==> src/rtl/core/bpq_pkg.sv <==
package bpq_pkg;

  localparam int LABEL_W = 12;
  localparam int COST_W = 32;
  localparam int SHIFT_W = 5;
  localparam int CFG_IDX_W = 2;

  localparam int DEF_NUM_BUCKETS = 64;
  localparam int DEF_MAX_LABELS = 4096;

  // Depth of the command queue and of the result queue, powers of two.
  localparam int CQ_DEPTH = 2;
  localparam int RQ_DEPTH = 2;

  localparam logic [COST_W-1:0] COST_SAT = 32'hFFFF_FFFF;

  localparam logic [COST_W-1:0] START_RST = 32'd0;
  localparam logic [COST_W-1:0] RANGE_RST = 32'd16384;
  localparam logic [SHIFT_W-1:0] SHIFT_RST = 5'd8;

  // Command codes as they arrive on the input port.
  localparam logic [1:0] CMD_ADD = 2'd0;
  localparam logic [1:0] CMD_DECREASE = 2'd1;
  localparam logic [1:0] CMD_REMOVE = 2'd2;
  localparam logic [1:0] CMD_CLEAR = 2'd3;

  // Configuration register indexes.
  localparam logic [CFG_IDX_W-1:0] CFG_START = 2'd0;
  localparam logic [CFG_IDX_W-1:0] CFG_RANGE = 2'd1;
  localparam logic [CFG_IDX_W-1:0] CFG_SHIFT = 2'd2;

  typedef enum logic [1:0] {
    OP_ADD,
    OP_DECREASE,
    OP_REMOVE,
    OP_CLEAR
  } op_t;

  typedef struct packed {
    op_t                op;
    logic               lab_ok;
    logic [LABEL_W-1:0] label;
    logic [COST_W-1:0]  sort_cost;
    logic [COST_W-1:0]  prior_cost;
  } cmd_t;

  typedef struct packed {
    logic [LABEL_W-1:0] label;
    logic               found;
  } res_t;

  typedef struct packed {
    logic [COST_W-1:0]  start;
    logic [COST_W-1:0]  range;
    logic [SHIFT_W-1:0] shift;
  } cfg_t;

endpackage

==> src/rtl/core/bpq_result_q.sv <==
module bpq_result_q (
  input  logic                        clk,
  input  logic                        rst,
  input  logic                        res_valid,
  input  bpq_pkg::res_t               res,
  output logic                        res_ready,
  output logic                        empty,
  input  logic                        pop,
  output logic [bpq_pkg::LABEL_W-1:0] out_label,
  output logic                        found
);
  import bpq_pkg::*;

  localparam int PW = $clog2(RQ_DEPTH);

  res_t          rq [RQ_DEPTH];
  logic [PW-1:0] wr_ptr;
  logic [PW-1:0] rd_ptr;
  logic [PW:0]   count;
  logic          wr_en;
  logic          rd_en;

  assign res_ready = (count != (PW+1)'(RQ_DEPTH));
  assign wr_en = res_valid && res_ready;
  assign empty = (count == '0);
  assign rd_en = pop && !empty;
  assign out_label = rq[rd_ptr].label;
  assign found = rq[rd_ptr].found;

  always_ff @(posedge clk) begin
    if (wr_en) begin
      rq[wr_ptr] <= res;
    end
  end

  always_ff @(posedge clk) begin
    if (rst) begin
      wr_ptr <= '0;
      rd_ptr <= '0;
      count <= '0;
    end else begin
      if (wr_en) begin
        wr_ptr <= wr_ptr + 1'b1;
      end
      if (rd_en) begin
        rd_ptr <= rd_ptr + 1'b1;
      end
      case ({wr_en, rd_en})
        2'b10:   count <= count + 1'b1;
        2'b01:   count <= count - 1'b1;
        default: count <= count;
      endcase
    end
  end

endmodule

==> config.mk <==
export PLATFORM = sky130hd
export DESIGN_NAME = bpq_result_q
export DESIGN_NICKNAME = d
export VERILOG_FILES = /design/src/rtl/core/bpq_pkg.sv /design/src/rtl/core/bpq_result_q.sv
export SDC_FILE = /design/constraint.sdc
export NUM_CORES = 1
export LEC_CHECK = 0
export ABC_AREA = 1
export BUFFER_PORTS_ARGS = -buffer_cell sky130_fd_sc_hd__buf_2
export CAP_MARGIN = 20
export CORE_MARGIN = 4
export CORE_UTILIZATION = 53
export CTS_BUF_LIST = sky130_fd_sc_hd__clkbuf_8
export DETAILED_ROUTE_END_ITERATION = 10
export GPL_ROUTABILITY_DRIVEN = 1
export PLACE_DENSITY = 0.83
export SLEW_MARGIN = 15
export SYNTH_ARGS = -nofsm -noshare
export SYNTH_HDL_FRONTEND = slang
export SYNTH_SLANG_ARGS = --single-unit
==> constraint.sdc <==
create_clock -name clk -period 1.66 [get_ports clk]
set_input_delay 0.083 -clock clk [delete_from_list [all_inputs] [get_ports clk]]
set_output_delay 0.083 -clock clk [all_outputs]
set_load 0.1 [all_outputs]
# Yosys cells after proc, flatten, opt, wreduce, memory -nomap -nowiden
# Memories as Yosys holds them, arrays and structs flattened. A register that Yosys moved wholly into a read port is not among the register bits.
# Cells that the tools add are included.
# classes
n_eq_ne	3
bitwise_logic	0
n_div	0
n_lt_le_gt_ge	0
n_addsub	4
n_reduce_logical	5
multipliers	0
mux	5
n_shift	0
# ops
cell	n
1-bit two-way mux	4
2-bit one-hot mux with 2 select lines	1
1-bit adder, second input constant	2
2-bit by 1-bit adder with 2-bit output, second input constant	1
2-bit by 1-bit == test with 1-bit output, second input constant	1
2-bit == test, second input constant	1
1-bit logical AND	2
2-bit logical NOT	1
2-bit inequality test, second input constant	1
2-bit nonzero test	1
2-bit by 1-bit subtractor with 2-bit output, second input constant	1
1-bit logical NOT	1
# totals
latch_bits	0
wordCells	21
mem_count	1
ramBits	26
inputBits	17
out_inout_bits	15
reg_bits	4
romBits	0
# memory_table
name	words	word_bits	read_ports	rd_ports_with_merged_regs	wr	line_no	text
rq	2	13	1	1	1	bpq_result_q.sv:16	res_t rq [RQ_DEPTH];

# Longest topological paths before layout
# depth
word_depth	5
depth_mapped	9
ltp_nobuf	9

# Least setup slack after synthesis
# OpenSTA, ideal clock, no wires.
# synth_path
path_kind	reg2reg
startpoint	reg count[1]
endpoint	reg count[1]
t_required_ns	1.596
synth_period_minus_slack_ns	1.974
n_path_buf	0
setup_ns	0.064
stages_incl_launch_ff	9
slack_ns	-0.314
t_arrival_ns	1.910
path_cell_list	dfxtp_1 -> nor2_2 -> nor2_2 -> ha_1 -> inv_1 -> nand2_1 -> nor2_1 -> nor2_1 -> nor2_1
# synth_via
elab_chain_len	5
word_cells_on_any_way	11
classes_between	add/sub (2); eq/ne (3); mux (1); reduce/logical (5)
# synth_rtl
element	line_no	text
from (decl)	bpq_result_q.sv:19	logic [PW:0] count;
from (signal assigned)	bpq_result_q.sv:49	2'b10: count <= count + 1'b1;
from (signal assigned)	bpq_result_q.sv:50	2'b01: count <= count - 1'b1;
from (signal assigned)	bpq_result_q.sv:51	default: count <= count;
2-bit logical NOT (*)	bpq_result_q.sv:25	assign empty = (count == '0);
named net empty	bpq_result_q.sv:7	output logic empty,
1-bit logical NOT (*)	bpq_result_q.sv:26	assign rd_en = pop && !empty;
1-bit logical AND (*)	bpq_result_q.sv:26	
named net rd_en	bpq_result_q.sv:21	logic rd_en;
2-bit by 1-bit == test with 1-bit output / 2-bit == test (equally long branches)	bpq_result_q.sv:48	case ({wr_en, rd_en})
2-bit one-hot mux with 2 select lines / 2-bit nonzero test (equally long branches)	-	
# Mark *: on every way through the listed nets, which the timed path passes. The rest lies on a longest branch.
# A chain may end at the register's enable or synchronous reset.

==> results.py <==
metrics = {
    "sta": {
        "period_needed_ns": 1.473,
        "skew_ns": 0.004761,
        "hold_viol": 0,
        "worst_pin_slew_ns": 0.4839,
        "fin_crit_sh_pct": 88.75,
        "report.final.slew_viol_count": 0,
        "fin_setup_tns_ns": 0,
        "max-slew-margin-rel_pct": 67.96,
        "rsz0062_at_grt": "false",
        "worst_hold_slack_ns": 0.009658,
        "fmax_mhz": 678.8,
        "setup_violations": 0,
    },
    "worst_hold_path": {
        "hp-start": "res[1]",
        "hold_class": "input port to flop",
    },
    "grt": {
        "antenna_found_initial": 0,
        "overflow": 0,
        "grt_max_degree": 14,
        "grt.total_usage_pct": 16.04,
        "grt_pass1_wl_mm": 3.739,
        "grt_pass1_vias": 786,
    },
    "power_and_ir_drop": {
        "clockPowerShare_pct": 17.4,
        "power.total_w": 0.002910,
        "power.density_nw_per_um2": 1631,
        "netSwitchingPower_w": 0.001200,
        "p_sw_share_pct": 41.25,
        "seq_power_share_pct": 34.8,
        "combPwrFrac_pct": 47.9,
        "ir_worst_vdd_v": 0.001571,
        "p_leak_nw": 0.7344,
        "internal_power_w": 0.001709,
    },
    "place": {
        "port_buffers": 31,
        "gp_congestion": 0.7318,
        "hpwl_mm": 1.678,
        "placed_cells": 138,
    },
    "die": {
        "start_util_pct": 55.26,
        "chipWidth_um": 56.03,
        "coreArea_um2": 2212,
        "io_pins": 32,
        "num_rows": 17,
        "die-area_um2": 3139,
        "die_h_um": 56.03,
    },
    "setup_path": {
        "crit_chain": "buf_4, mux2_2, buf_12",
        "crit_arrival_ns": 1.39,
        "cp_num_buf_inv": 2,
        "slowest_delay_ns": 0.39,
        "start_kind": "flop",
        "criticalPathCategory": "flop to output pin",
        "path_max_fanout": 13,
        "critPathTopFamily": "buffers and inverters",
        "rr_startpoint": "count[0]$_SDFFE_PP0P_",
        "crit_path_top_delay_cell": "mux2_2",
        "end_kind": "output pin",
        "required_ns": 1.58,
    },
    "synthesis": {
        "synth_nets": 95,
        "synth_area_um2": 1222,
        "synth_area_leaders": "edfxtp_1 64%, mux2_4 12%, dfxtp_1 8.2%",
        "yosys_warnings": 0,
        "syn_area_per_cell_um2": 15.88,
        "synth_cells": 77,
        "netlist.top_cell.by_area": "edfxtp_1",
        "synth.ff_latch_count": 31,
        "seq_area_frac_synth_pct": 72.06,
        "synthDominantCellAreaShare_pct": 63.87,
        "ys_types": 16,
    },
    "cells_and_area": {
        "drive_above_1_share_pct": 47.20,
        "fill_cells": 126,
        "antenna_cells": 0,
        "regArea_um2": 880.8,
        "final-instance-count-excl-fill": 153,
        "area_growth_pct": 45.96,
        "utilization_pct": 80.66,
        "multi_input_area_um2": 322.8,
        "layout.nets": 142,
    },
    "clock_tree": {
        "cts_buffers": 5,
        "clk_pin_slew_ns": 0.06,
        "cts-resized-gates": 0,
        "cts-hold-fix-buffers": 3,
        "clock_latency_ns": 0.27,
        "cts_tree": "built",
        "cts_root_buffer": "clkbuf_8",
        "post-cts-setup-buffers": 0,
        "cts-htree-levels": 2,
        "clk_path_buf_depth": 2,
        "clock-sinks": 31,
    },
    "route": {
        "via_count": 761,
        "dr.pass1.iters": 4,
        "drtIter0Drc": 24,
        "drc_errors": 0,
        "wirelength_mm": 2.339,
        "viasPerCell": 4.974,
        "drtAntennaViolNets": 0,
        "routedWlPerCell_um": 15.29,
    },
    "run": {
        "cap_violations": 0,
    },
    "outcome": {
        "outcome": "complete, no violations",
    },
}
metrics by stage:
step | cell area (um^2) | worst slack, ns
after floorplan | 1237 | -0.02003
after global placement | 1634 | 0.3574
after detailed placement | 1634 | 0.2113
after CTS | 1744 | 0.1680
after global routing | 1784 | 0.06104
final | 1784 | 0.1868
registers in the layout, summed over array words and instances, names as in the netlist, named ones only:
register,cells
rd_ptr,1
wr_ptr,1
count,2
rq,26
metal layers:
layer  up-vias  routed length, um  global-route usage, %  share of wire, %
li1        363                  -                      -                 -
met1       368                917                  16.41                39
met2        24               1234                  28.55                53
met3         6                152                  6.961               6.5
met4         0                 34                  6.102               1.5
met5         -                  0                      0                 0
area by class of cell:
class | count | area share, %
clock buffer | 5 | 3.857
clock inverter | 3 | 0.6311
inverter | 6 | 1.262
multi-input combinational | 39 | 18.09
sequential | 31 | 49.37
tap | 28 | 1.964
timing repair buffer | 41 | 24.82
layout by cell type (no fill, tap or decap), types with 2 or more instances in the layout:
| master | instances |
|---|---|
| mux2_4 | 10 |
| mux2_2 | 3 |
| nand2_1 | 6 |
| buf_12 | 13 |
| clkinv_1 | 2 |
| dfxtp_1 | 5 |
| nor2_2 | 3 |
| buf_2 | 18 |
| nor2_1 | 8 |
| dlygate4sd3_1 | 7 |
| edfxtp_1 | 26 |
| a21oi_1 | 2 |
| clkbuf_8 | 5 |
| buf_4 | 3 |
| inv_1 | 6 |
cells in the mapped netlist (all sizes together):
| library cell | n |
|---|---|
| edfxtp | 26 |
| a21oi | 2 |
| buf | 1 |
| nand2 | 8 |
| nor2 | 12 |
| dfxtp | 5 |
| o21ai | 2 |
| ha | 1 |
| inv | 6 |
| nand4 | 1 |
| mux2 | 13 |
cell families (layout without fill, tap and decap cells):
logic type,Yosys count,count (layout),synth area share [%]
flip-flops,31,31,72.06
AO/OA/AOI/OAI,4,4,1.637
adder cells (fa/ha/maj),1,1,1.023
buffers and inverters,7,55,2.763
multiplexers,13,13,15.05
AND/OR/NAND/NOR,21,21,7.472
final timing paths:
| check | to | slack [ns] | cells past startpoint |
|---|---|---|---|
| max reg2reg | count[1]$_SDFFE_PP0P_ | 0.19 | 9 |
| max | out_label[7] | 0.19 | 3 |
| min | rq[1][1]$_DFFE_PP_ | 0.01 | 1 |
| min reg2reg | flop | 0.53 | 2 |
power groups by stage:
| stage | combinational (W) | clock, W | sequential, W |
|---|---|---|---|
| 6_report | 0.00139 | 0.000506 | 0.00101 |
| 3_3_place_gp | 0.00135 | 0 | 0.00101 |
| 4_1_cts | 0.00140 | 0.000526 | 0.00101 |
| 2_1_floorplan | 0.000975 | 0 | 0.00102 |
| 3_5_place_dp | 0.00139 | 0 | 0.00103 |
| 5_1_grt | 0.00144 | 0.000563 | 0.00102 |
No activity file was read; power rests on OpenSTA's default activity.
